<file path="src/sv/utnorm_pkg.sv">
// ----------------------------------------------------------------------------
// utnorm_pkg
// Shared types, codes and character tables for the UTF-8 text normalizer.
// ----------------------------------------------------------------------------
package utnorm_pkg;

  localparam logic [7:0] CH_SPACE    = 8'h20;
  localparam logic [7:0] CH_QUESTION = 8'h3F;
  localparam logic [2:0] MAX_RESULTS = 3'd6;

  localparam logic [20:0] CP_HARAKAT_LO = 21'h00064B;
  localparam logic [20:0] CP_HARAKAT_HI = 21'h000652;
  localparam logic [20:0] CP_TATWEEL    = 21'h000640;
  localparam logic [20:0] CP_ALEF_HAMZA_ABOVE = 21'h000623;
  localparam logic [20:0] CP_ALEF_HAMZA_BELOW = 21'h000625;
  localparam logic [20:0] CP_ALEF_MADDA = 21'h000622;
  localparam logic [20:0] CP_ALEF       = 21'h000627;
  localparam logic [20:0] CP_TEH_MARBUTA = 21'h000629;
  localparam logic [20:0] CP_HEH        = 21'h000647;
  localparam logic [20:0] CP_ALEF_MAKSURA = 21'h000649;
  localparam logic [20:0] CP_YEH        = 21'h00064A;
  localparam logic [20:0] CP_MAX        = 21'h10FFFF;

  typedef struct packed {
    logic [7:0] in_byte;
    logic       end_of_text;
  } in_item_t;

  typedef struct packed {
    logic [7:0] out_byte;
    logic       byte_present;
    logic       last_of_text;
  } out_item_t;

  // controller commands
  typedef struct packed {
    logic load;
    logic decode;
    logic emit;
    logic finish;
  } utnorm_cmd_t;

  // datapath status
  typedef struct packed {
    logic at_end;     // all work bytes consumed
    logic need_more;  // sequence incomplete and text not ending
    logic has_bytes;  // decoded item emits at least one byte
    logic emit_ok;    // a byte can be placed this cycle
    logic emit_final; // this emit is the last of the item
    logic fin_ok;     // output slot free for the closing transfer
  } utnorm_stat_t;

  // Latin-1 letter to ASCII base (NBSP to space), zero when no fold applies
  function automatic logic [7:0] latin_base(input logic [7:0] c);
    logic [7:0] r;
    r = 8'h00;
    if ((c >= 8'hC0 && c <= 8'hC6) || (c >= 8'hE0 && c <= 8'hE6)) r = "a";
    else if (c == 8'hC7 || c == 8'hE7) r = "c";
    else if ((c >= 8'hC8 && c <= 8'hCB) || (c >= 8'hE8 && c <= 8'hEB)) r = "e";
    else if ((c >= 8'hCC && c <= 8'hCF) || (c >= 8'hEC && c <= 8'hEF)) r = "i";
    else if (c == 8'hD1 || c == 8'hF1) r = "n";
    else if ((c >= 8'hD2 && c <= 8'hD6) || c == 8'hD8 ||
             (c >= 8'hF2 && c <= 8'hF6) || c == 8'hF8) r = "o";
    else if ((c >= 8'hD9 && c <= 8'hDC) || (c >= 8'hF9 && c <= 8'hFC)) r = "u";
    else if (c == 8'hDD || c == 8'hFD || c == 8'hFF) r = "y";
    else if (c == 8'hDF) r = "s";
    else if (c == 8'hA0) r = CH_SPACE;
    return r;
  endfunction

  function automatic logic is_space(input logic [7:0] c);
    return (c == 8'h20) || (c == 8'h09) || (c == 8'h0A) || (c == 8'h0D) ||
           (c == 8'h0B) || (c == 8'h0C);
  endfunction

endpackage

</file>
<file path="src/sv/utf8_accent_arabic_text_normalizer_unit.sv">
// ----------------------------------------------------------------------------
// utf8_accent_arabic_text_normalizer_unit
// Strict UTF-8 decoder with accent, Arabic, case and whitespace folding.
// ----------------------------------------------------------------------------
// Takes one byte at a time and works on it to completion before taking the
// next. A step accepts the byte, decodes each code point in turn and emits
// its bytes, including an owed space, and then closes. A stalled output
// holds the step. The last result of each step leaves when the step closes,
// so it carries the end-of-text flag correctly.
module utf8_accent_arabic_text_normalizer_unit (
  input  logic                  clk,
  input  logic                  rst,
  input  logic                  in_valid,
  output logic                  in_ready,
  input  utnorm_pkg::in_item_t  in_data,
  output logic                  out_valid,
  input  logic                  out_ready,
  output utnorm_pkg::out_item_t out_data
);

  utnorm_pkg::utnorm_cmd_t  cmd;
  utnorm_pkg::utnorm_stat_t st;

  utnorm_ctrl u_ctrl (
    .clk      (clk),
    .rst      (rst),
    .in_valid (in_valid),
    .in_ready (in_ready),
    .st       (st),
    .cmd      (cmd)
  );

  utnorm_dp u_dp (
    .clk       (clk),
    .rst       (rst),
    .in_data   (in_data),
    .cmd       (cmd),
    .st        (st),
    .out_valid (out_valid),
    .out_ready (out_ready),
    .out_data  (out_data)
  );

endmodule

</file>
<file path="src/sv/utnorm_ctrl.sv">
// ----------------------------------------------------------------------------
// utnorm_ctrl
// Sequencer: load one byte, decode and emit items, then close the step.
// ----------------------------------------------------------------------------
module utnorm_ctrl (
  input  logic                    clk,
  input  logic                    rst,
  input  logic                    in_valid,
  output logic                    in_ready,
  input  utnorm_pkg::utnorm_stat_t st,
  output utnorm_pkg::utnorm_cmd_t  cmd
);

  typedef enum logic [3:0] {
    S_IDLE   = 4'b0001,
    S_DECODE = 4'b0010,
    S_EMIT   = 4'b0100,
    S_FINISH = 4'b1000
  } state_t;

  state_t state, state_next;

  always_ff @(posedge clk) begin
    if (rst) begin
      state <= S_IDLE;
    end else begin
      state <= state_next;
    end
  end

  always_comb begin
    state_next = state;
    cmd        = '0;
    in_ready   = 1'b0;
    case (state)
      S_IDLE: begin
        in_ready = 1'b1;
        if (in_valid) begin
          cmd.load   = 1'b1;
          state_next = S_DECODE;
        end
      end
      S_DECODE: begin
        if (st.at_end || st.need_more) begin
          state_next = S_FINISH;
        end else begin
          cmd.decode = 1'b1;
          if (st.has_bytes) state_next = S_EMIT;
        end
      end
      S_EMIT: begin
        cmd.emit = 1'b1;
        if (st.emit_ok && st.emit_final) state_next = S_DECODE;
      end
      S_FINISH: begin
        cmd.finish = 1'b1;
        if (st.fin_ok) state_next = S_IDLE;
      end
      default: begin
        state_next = S_IDLE;
      end
    endcase
  end

endmodule

</file>
<file path="src/sv/utnorm_dp.sv">
// ----------------------------------------------------------------------------
// utnorm_dp
// Work buffer, strict decoder, folding, re-encoder and output staging.
// ----------------------------------------------------------------------------
module utnorm_dp (
  input  logic                     clk,
  input  logic                     rst,
  input  utnorm_pkg::in_item_t     in_data,
  input  utnorm_pkg::utnorm_cmd_t  cmd,
  output utnorm_pkg::utnorm_stat_t st,
  output logic                     out_valid,
  input  logic                     out_ready,
  output utnorm_pkg::out_item_t    out_data
);

  logic [7:0] seq_bytes [3];
  logic [1:0] seq_count;
  logic       space_pending;
  logic       anything_emitted;

  logic [7:0] work [4];
  logic [2:0] k;
  logic [2:0] pos;
  logic       last;

  logic [7:0] enc [4];
  logic [2:0] enc_n;
  logic [1:0] enc_i;

  logic [7:0] hold;
  logic       hold_v;
  logic [2:0] res_cnt;

  // decoder view at the current position
  logic [7:0]  w0, w1, w2, w3;
  logic [2:0]  have;
  logic [2:0]  n;
  logic        lead_bad, short, cont_bad, range_bad;
  logic [20:0] v;
  logic [20:0] cp;
  logic [2:0]  len;
  logic        dec_ok;
  logic [7:0]  ch;
  logic        ch_path;
  logic        removed;
  logic [7:0]  lb;
  logic [7:0]  e0, e1, e2, e3;
  logic [2:0]  en;
  logic        out_free;
  logic [7:0]  emit_b;
  logic        out_load;

  assign w0   = work[pos[1:0]];
  assign w1   = work[pos[1:0] + 2'd1];
  assign w2   = work[pos[1:0] + 2'd2];
  assign w3   = work[pos[1:0] + 2'd3];
  assign have = k - pos;

  always_comb begin
    lead_bad  = 1'b0;
    n         = 3'd1;
    v         = {13'd0, w0};
    cont_bad  = 1'b0;
    range_bad = 1'b0;
    if (w0 < 8'h80) begin
      n = 3'd1;
    end else if (w0 < 8'hC0) begin
      lead_bad = 1'b1;
    end else if (w0 < 8'hE0) begin
      n         = 3'd2;
      v         = {10'd0, w0[4:0], w1[5:0]};
      cont_bad  = (w1[7:6] != 2'b10);
      range_bad = (v < 21'h80);
    end else if (w0 < 8'hF0) begin
      n         = 3'd3;
      v         = {5'd0, w0[3:0], w1[5:0], w2[5:0]};
      cont_bad  = (w1[7:6] != 2'b10) || (w2[7:6] != 2'b10);
      range_bad = (v < 21'h800) || (v >= 21'hD800 && v <= 21'hDFFF);
    end else if (w0 < 8'hF8) begin
      n         = 3'd4;
      v         = {w0[2:0], w1[5:0], w2[5:0], w3[5:0]};
      cont_bad  = (w1[7:6] != 2'b10) || (w2[7:6] != 2'b10) || (w3[7:6] != 2'b10);
      range_bad = (v < 21'h10000) || (v > utnorm_pkg::CP_MAX);
    end else begin
      lead_bad = 1'b1;
    end
    short  = !lead_bad && (have < n);
    dec_ok = !lead_bad && !short && !cont_bad && !range_bad;
  end

  assign st.need_more = short && !last;

  // fold and re-encode the decoded item
  always_comb begin
    cp      = v;
    len     = dec_ok ? n : 3'd1;
    ch      = utnorm_pkg::CH_QUESTION;
    ch_path = 1'b1;
    removed = 1'b0;
    lb      = (v[20:8] == 13'd0) ? utnorm_pkg::latin_base(v[7:0]) : 8'h00;
    e0 = 8'h00; e1 = 8'h00; e2 = 8'h00; e3 = 8'h00; en = 3'd0;
    if (dec_ok) begin
      if (v < 21'h80) begin
        ch = v[7:0];
      end else if (lb != 8'h00) begin
        ch = lb;
      end else begin
        ch_path = 1'b0;
        if ((v >= utnorm_pkg::CP_HARAKAT_LO && v <= utnorm_pkg::CP_HARAKAT_HI) ||
            v == utnorm_pkg::CP_TATWEEL) begin
          removed = 1'b1;
        end
        if (v == utnorm_pkg::CP_ALEF_HAMZA_ABOVE || v == utnorm_pkg::CP_ALEF_HAMZA_BELOW ||
            v == utnorm_pkg::CP_ALEF_MADDA) cp = utnorm_pkg::CP_ALEF;
        if (v == utnorm_pkg::CP_TEH_MARBUTA) cp = utnorm_pkg::CP_HEH;
        if (v == utnorm_pkg::CP_ALEF_MAKSURA) cp = utnorm_pkg::CP_YEH;
      end
    end
    if (ch >= "A" && ch <= "Z") ch = ch + 8'h20;
    if (ch_path) begin
      e0 = ch;
      en = utnorm_pkg::is_space(ch) ? 3'd0 : 3'd1;
    end else if (!removed) begin
      if (cp < 21'h800) begin
        e0 = {3'b110, cp[10:6]};
        e1 = {2'b10, cp[5:0]};
        en = 3'd2;
      end else if (cp < 21'h10000) begin
        e0 = {4'b1110, cp[15:12]};
        e1 = {2'b10, cp[11:6]};
        e2 = {2'b10, cp[5:0]};
        en = 3'd3;
      end else begin
        e0 = {5'b11110, cp[20:18]};
        e1 = {2'b10, cp[17:12]};
        e2 = {2'b10, cp[11:6]};
        e3 = {2'b10, cp[5:0]};
        en = 3'd4;
      end
    end
  end

  assign st.at_end    = (pos == k);
  assign st.has_bytes = (en != 3'd0);

  assign out_free      = !out_valid || out_ready;
  assign st.emit_ok    = !hold_v || out_free || (res_cnt >= utnorm_pkg::MAX_RESULTS);
  assign st.emit_final = !space_pending && ({1'b0, enc_i} == enc_n - 3'd1);
  assign st.fin_ok     = out_free;
  assign emit_b        = space_pending ? utnorm_pkg::CH_SPACE : enc[enc_i];

  // a new transfer enters the output register
  assign out_load = (cmd.emit && st.emit_ok && hold_v &&
                     (res_cnt < utnorm_pkg::MAX_RESULTS)) ||
                    (cmd.finish && st.fin_ok && (hold_v || last));

  always_ff @(posedge clk) begin
    if (rst) begin
      seq_count        <= 2'd0;
      space_pending    <= 1'b0;
      anything_emitted <= 1'b0;
      hold_v           <= 1'b0;
      res_cnt          <= 3'd0;
      out_valid        <= 1'b0;
      k                <= 3'd0;
      pos              <= 3'd0;
      last             <= 1'b0;
      enc_n            <= 3'd0;
      enc_i            <= 2'd0;
    end else begin
      if (out_load) out_valid <= 1'b1;
      else if (out_valid && out_ready) out_valid <= 1'b0;

      if (cmd.load) begin
        // buffered bytes first, then the new one
        for (int i = 0; i < 3; i++) begin
          work[i] <= (seq_count == 2'(i)) ? in_data.in_byte : seq_bytes[i];
        end
        if (seq_count == 2'd3) work[3] <= in_data.in_byte;
        k       <= {1'b0, seq_count} + 3'd1;
        pos     <= 3'd0;
        last    <= in_data.end_of_text;
        res_cnt <= 3'd0;
      end

      if (cmd.decode) begin
        pos <= pos + len;
        if (ch_path && utnorm_pkg::is_space(ch) && anything_emitted) space_pending <= 1'b1;
        enc[0] <= e0; enc[1] <= e1; enc[2] <= e2; enc[3] <= e3;
        enc_n  <= en;
        enc_i  <= 2'd0;
      end

      if (cmd.emit && st.emit_ok) begin
        if (space_pending) begin
          space_pending <= 1'b0;
        end else begin
          enc_i            <= enc_i + 2'd1;
          anything_emitted <= 1'b1;
        end
        if (res_cnt < utnorm_pkg::MAX_RESULTS) begin
          if (hold_v) begin
            out_data.out_byte     <= hold;
            out_data.byte_present <= 1'b1;
            out_data.last_of_text <= 1'b0;
          end
          hold    <= emit_b;
          hold_v  <= 1'b1;
          res_cnt <= res_cnt + 3'd1;
        end
      end

      if (cmd.finish && st.fin_ok) begin
        for (int i = 0; i < 3; i++) begin
          seq_bytes[i] <= work[pos[1:0] + 2'(i)];
        end
        seq_count <= last ? 2'd0 : ((have > 3'd3) ? 2'd3 : have[1:0]);
        hold_v    <= 1'b0;
        if (hold_v || last) begin
          out_data.out_byte     <= hold_v ? hold : 8'h00;
          out_data.byte_present <= hold_v;
          out_data.last_of_text <= last;
        end
        if (last) begin
          space_pending    <= 1'b0;
          anything_emitted <= 1'b0;
        end
      end
    end
  end

endmodule

</file>
<file path="config.mk">
export PLATFORM = sky130hd
export DESIGN_NAME = utf8_accent_arabic_text_normalizer_unit
export DESIGN_NICKNAME = d
export VERILOG_FILES = /design/src/sv/utnorm_pkg.sv /design/src/sv/utf8_accent_arabic_text_normalizer_unit.sv /design/src/sv/utnorm_ctrl.sv /design/src/sv/utnorm_dp.sv
export SDC_FILE = /design/constraint.sdc
export NUM_CORES = 1
export LEC_CHECK = 0
export ABC_AREA = 0
export BUFFER_PORTS_ARGS = -buffer_cell sky130_fd_sc_hd__buf_2
export CAP_MARGIN = 0
export CELL_PAD_IN_SITES_DETAIL_PLACEMENT = 1
export CELL_PAD_IN_SITES_GLOBAL_PLACEMENT = 1
export CORE_UTILIZATION = 46
export DETAILED_ROUTE_END_ITERATION = 16
export PLACE_DENSITY_LB_ADDON = 0.3
export SLEW_MARGIN = 20
export SYNTH_ARGS = -nofsm -noshare
export SYNTH_HDL_FRONTEND = slang
export SYNTH_SLANG_ARGS = --single-unit
export TNS_END_PERCENT = 20
</file>
<file path="constraint.sdc">
create_clock -name clk -period 4.5 [get_ports clk]
set_input_delay 0.225 -clock clk [delete_from_list [all_inputs] [get_ports clk]]
set_output_delay 0.225 -clock clk [all_outputs]
set_load 0.03 [all_outputs]
</file>
### Yosys cells after proc, flatten, opt, wreduce, memory -nomap -nowiden

Memories as Yosys holds them, arrays and structs flattened. A register that Yosys moved wholly into a read port is not among the register bits.
Index checks and enable logic that the tools add are counted.

* output and inout port bits: 12
* RAM bits: 88
* bits in latches: 0
* input bits: 13
* memories: 3
* register bits after elaboration: 35
* word-level logic and storage cells: 319
* ROM bits: 0

Memory list
* u_dp.enc: depth 4, bits a word 8, rd ports 1, clocked after memory_dff 1, write ports 4, line utnorm_dp.sv:26 `logic [7:0] enc [4];`
* u_dp.work: depth 4, bits a word 8, rd ports 4, clocked after memory_dff 1, write ports 4, line utnorm_dp.sv:21 `logic [7:0] work [4];`
* u_dp.seq_bytes: depth 3, bits a word 8, rd ports 3, clocked after memory_dff 0, write ports 3, line utnorm_dp.sv:16 `logic [7:0] seq_bytes [3];`

* order comparisons: 42
* reduce and logical (&&, ||, !) cells: 75
* muxes and demuxes: 134
* multiply operators: 0
* $add $sub $neg: 10
* shift-type cells: 0
* equal/unequal tests: 39
* divide/modulo/power cells: 0
* bitwise logic cells: 1

Operator list (number)
* $mux 8: 31
* $mux 21: 11
* $eq 21x11->1 const B: 6
* $eq 8x8->1 const B: 11
* $ge 8x8->1 const B: 10
* $le 8x8->1 const B: 10
* $mux 1: 55
* $mux 10: 5
* $mux 3: 15
* $lt 21x17->1 const B: 2
* $eq 8x4->1 const B: 5
* $lt 8x8->1 const B: 5
* $logic_or 1x1->1: 29
* $logic_and 1x1->1: 28
* $ge 21x11->1 const B: 1
* $gt 21x21->1 const B: 1
* $le 21x11->1 const B: 1
* $lt 21x12->1 const B: 1
* $lt 21x8->1 const B: 1
* $mux 4: 5
* $mux 6: 3
* $ge 16x16->1 const B: 1
* $le 16x16->1 const B: 1
* $lt 16x12->1 const B: 1
* other kinds (41): 62

### Longest topological paths before layout

An unclocked memory read counts as a cell.

* depth in word-level cells: 40
* depth in mapped cells: 20
* mapped depth without buffers: 18

### Modules after synthesis

From an unflattened synthesis, not the netlist that was laid out.

* cells, all modules: 734
* area total of the unflattened synthesis: 8071.5 um^2

Modules (own cells, without submodules)
* utnorm_dp: cells each 705, times used 1, area each 7827.5 um^2, sequential area each 3553.4 um^2
* utnorm_ctrl: cells each 29, times used 1, area each 244.0 um^2, sequential area each 80.1 um^2

### Worst setup path before layout

OpenSTA, ideal clock, no wires.

* path type: reg2reg
* from: register (tool-made name)
* to: register u_dp.space_pending
* period minus slack after synthesis: 4.689 ns
* cell stages (with the launch flop): 19
* setup time: 0.080 ns
* path slack: -0.189 ns
* buffers on the path: 2
* data required time: 4.420 ns
* data arrival time: 4.610 ns
* cells stage by stage: dfxtp_1 > buf_6 > mux4_2 > nand2b_4 > buf_6 > nor2_1 > inv_2 > ha_1 > nand2_1 > a211oi_1 > o22ai_1 > nor4_4 > and3_1 > inv_1 > ha_1 > o31ai_1 > o311ai_2 > or4_1 > a211oi_2

RTL lines
* end signal: assignment: line utnorm_dp.sv:160 `space_pending <= 1'b0;`
* end signal: assignment: line utnorm_dp.sv:188 `if (ch_path && utnorm_pkg::is_space(ch) && anything_emitted) space_pending <= 1'b1;`
* end signal: assignment: line utnorm_dp.sv:196 `space_pending <= 1'b0;`
* end: declaration: line utnorm_dp.sv:18 `logic space_pending;`

==> results.ini <==
[run_status]
status = finished with violations
failed_checks = negative setup slack

[synth]
synth_largest_area_cell = edfxtp_1
synth.top_cells.by_count = edfxtp_1, nor2_1, nand2_1, a21oi_1, o21ai_0
synth_nets = 762
synthTopCellsByArea = edfxtp_1, mux4_2, dfxtp_1
synth_top_area_share = 0.384
ys_types = 87
synth_flop_cell = edfxtp_1
synth-edff-count = 103
avgSynthCellArea_um2 = 11.0
async_flop_share = 0
synth.most_common_cell = edfxtp_1
ys_warn_count = 0
synth-seq-cells = 130
syn_area_mm2 = 0.00805
yosysSeqAreaShare = 0.452
syn_inst = 733

[sta]
rsz0062_at_grt = yes
setup_ws_ns = -0.109
max_clock_freq_ghz = 0.217
skew_ns = 0.00763
final_max_slew_viol_count = 0
setup_viol = 2
hold_viol_final = 0
timing.final.crit_share = 1.02
fin_crit_ns = 4.61
worst_slew_pin_slew_ns = 0.970
relSlewSlack = 0.344
setup_tns_ns = -0.121

[power]
power.leakage_uw = 0.00337
ir_worst_vdd_mv = 0.310
total_power_uw = 3500
power_density_mw_per_mm2 = 357

[setup_path]
required_ns = 4.84
r2r_setup_slack_ns = -0.11
worstPathArrival_ns = 4.94
rr_worst_depth = 24
worstPathMaxFanout = 5
endpoint_kind = register
cp-start-kind = register
crit_type = register to register

[place]
dp_hpwl_mm = 17.3
place_ws_ns = -0.276
dp.cells = 984
io_buffer_count = 24
gp_congestion = 0.876

[cells_and_area]
fill_cells = 1787
syn_to_final_growth_pct = 21.9
nNetsFinal = 849
stdcell_count = 1053
post-route-util = 0.583
antenna_cells = 0
drive_gt1_frac = 0.318

[global_routing]
overflow = 0
antenna_found_initial = 0
grt.total_usage = 0.307
grt_pass1_wl_mm = 41.6
grt_pass1_vias = 7086
grt_max_degree = 31

[die]
die_w_um = 134
die_y_um = 134
die-area_mm2 = 0.0180
start_util = 0.478
ios = 25
rows = 47
core_area_mm2 = 0.0168

[clock_tree]
cts_made_buffers = 17
cts.clk_slew.worst_paths_ns = 0.06
cts_sinks = 130
worstSkewPairLatency_ns = 0.44
cts_max_level = 4
cts_tree = built
cts_root_buf = clkbuf_16
clockBufferDepth = 2

[route]
drc = 0
totalWireLength_mm = 27.5
drtIter0Drc = 714
via_per_inst = 6.64
ant_nets = 0
wl_per_cell_um = 26.1
vias = 6992
first_pass_iters = 5

[worst_hold_path]
worstHoldPathCells = 1
hold_path_class = input pin to register

[flow_run]
max_cap_violations = 0

[layer usage]
metal,routed length [µm],share of wire,vias up,global-route usage
met1,10900,0.40,3510,0.392
met2,13500,0.49,382,0.503
li1,-,-,2999,-
met3,1960,0.071,101,0.0624
met4,1110,0.040,0,0.143
met5,0,0,-,0
[layout make-up]
type | instances | area, µm² | share of cell area
clock inverters | 13 | 176 | 0.0180
multi-input cells | 527 | 4290 | 0.437
inverters | 28 | 111 | 0.0114
repair buffers | 116 | 873 | 0.0891
well taps | 220 | 275 | 0.0281
clock buffers | 19 | 443 | 0.0452
flip-flops and latches | 130 | 3640 | 0.371
[cell families (layout without fill, tap and decap cells)]
family	after synthesis	in the layout	synth area share
adder cells (fa/ha/maj)	16	16	0.0268
multiplexers	80	80	0.159
AND/OR/NAND/NOR	256	256	0.171
flip-flops	130	130	0.452
XOR/XNOR	7	7	0.00762
buffers and inverters	76	176	0.0449
AO/OA/AOI/OAI	168	168	0.139
[flip-flops by register name (all words and copies together) (netlist names), named ones only]
signal and cells:
u_ctrl.state 4, u_dp.anything_emitted 1, u_dp.enc 29, u_dp.enc_i 2, u_dp.enc_n 3, u_dp.hold 8
u_dp.hold_v 1, u_dp.k 3, u_dp.last 1, u_dp.out_data 10, u_dp.out_valid 1, u_dp.pos 3
u_dp.res_cnt 3, u_dp.seq_bytes 24, u_dp.seq_count 2, u_dp.space_pending 1, u_dp.work 32
[metrics by stage]
| stage | hold WS, ns | instance area, µm² |
|---|---|---|
| finish | 0.0140 | 9800 |
| global placement | 0.444 | 8660 |
| CTS | 0.00267 | 9550 |
| global route | 0.00776 | 9800 |
| floorplan | 0.324 | 8070 |
| detailed placement | 0.447 | 8660 |
[critical path: stages (launching register included)]
cell,delay [ns]
edfxtp_1,0.49
mux4_2,0.56
nand2b_4,0.19
nor2_4,0.12
inv_4,0.08
ha_4,0.29
nand2_4,0.06
a211oi_2,0.18
buf_4,0.15
buf_4,0.10
buf_4,0.09
buf_4,0.10
buf_4,0.11
buf_4,0.10
buf_4,0.09
buf_4,0.09
buf_4,0.09
buf_4,0.10
buf_4,0.11
nor2_2,0.04
a32oi_2,0.23
and2_4,0.23
nand3_2,0.08
or4_4,0.52
a211oi_2,0.29
[timing repair]
action                     4_1_cts  5_1_grt
cloned                           0        0
setup endpoints to repair        7       45
hold buffers                     4        0
hold endpoints to repair         4        0
resized for setup               17       30
setup buffers                   20       14
pin swaps                       10       17
[placed cells by master (no fill, tap or decap), types with 5 or more instances in the layout]
master,instances
edfxtp_1,103
buf_4,81
nor2_1,57
nand2_1,50
a21oi_1,39
o21ai_0,35
mux4_2,34
dfxtp_1,25
inv_1,24
mux2_2,24
buf_2,24
nand3_1,23
mux2i_1,20
nor3_1,18
clkbuf_16,17
nor2b_1,13
nand2b_1,12
ha_1,11
o22ai_1,10
nand3b_1,8
a31oi_1,8
or3_1,8
and2_1,6
nor3b_1,6
a211oi_1,6
nand4_1,5
and3_1,5
[final timing paths]
kind                             startpoint                       endpoint
setup reg to reg  u_dp.work[1][3]$_DFFE_PP_  u_dp.space_pending$_SDFF_PP0_
setup / recovery  u_dp.work[1][3]$_DFFE_PP_  u_dp.space_pending$_SDFF_PP0_
hold reg to reg      u_dp.k[0]$_SDFFE_PP0P_         u_dp.k[0]$_SDFFE_PP0P_
hold / removal                   in_data[2]      u_dp.work[3][1]$_DFFE_PP_
[where the power goes]
group	leakage (µW)	switching, µW	internal, µW
clock	0.000292	577	895
combinational	0.00191	407	251
sequential	0.00116	33.4	1330
total	0.00337	1020	2480
Power figures use the tool's default switching activity.
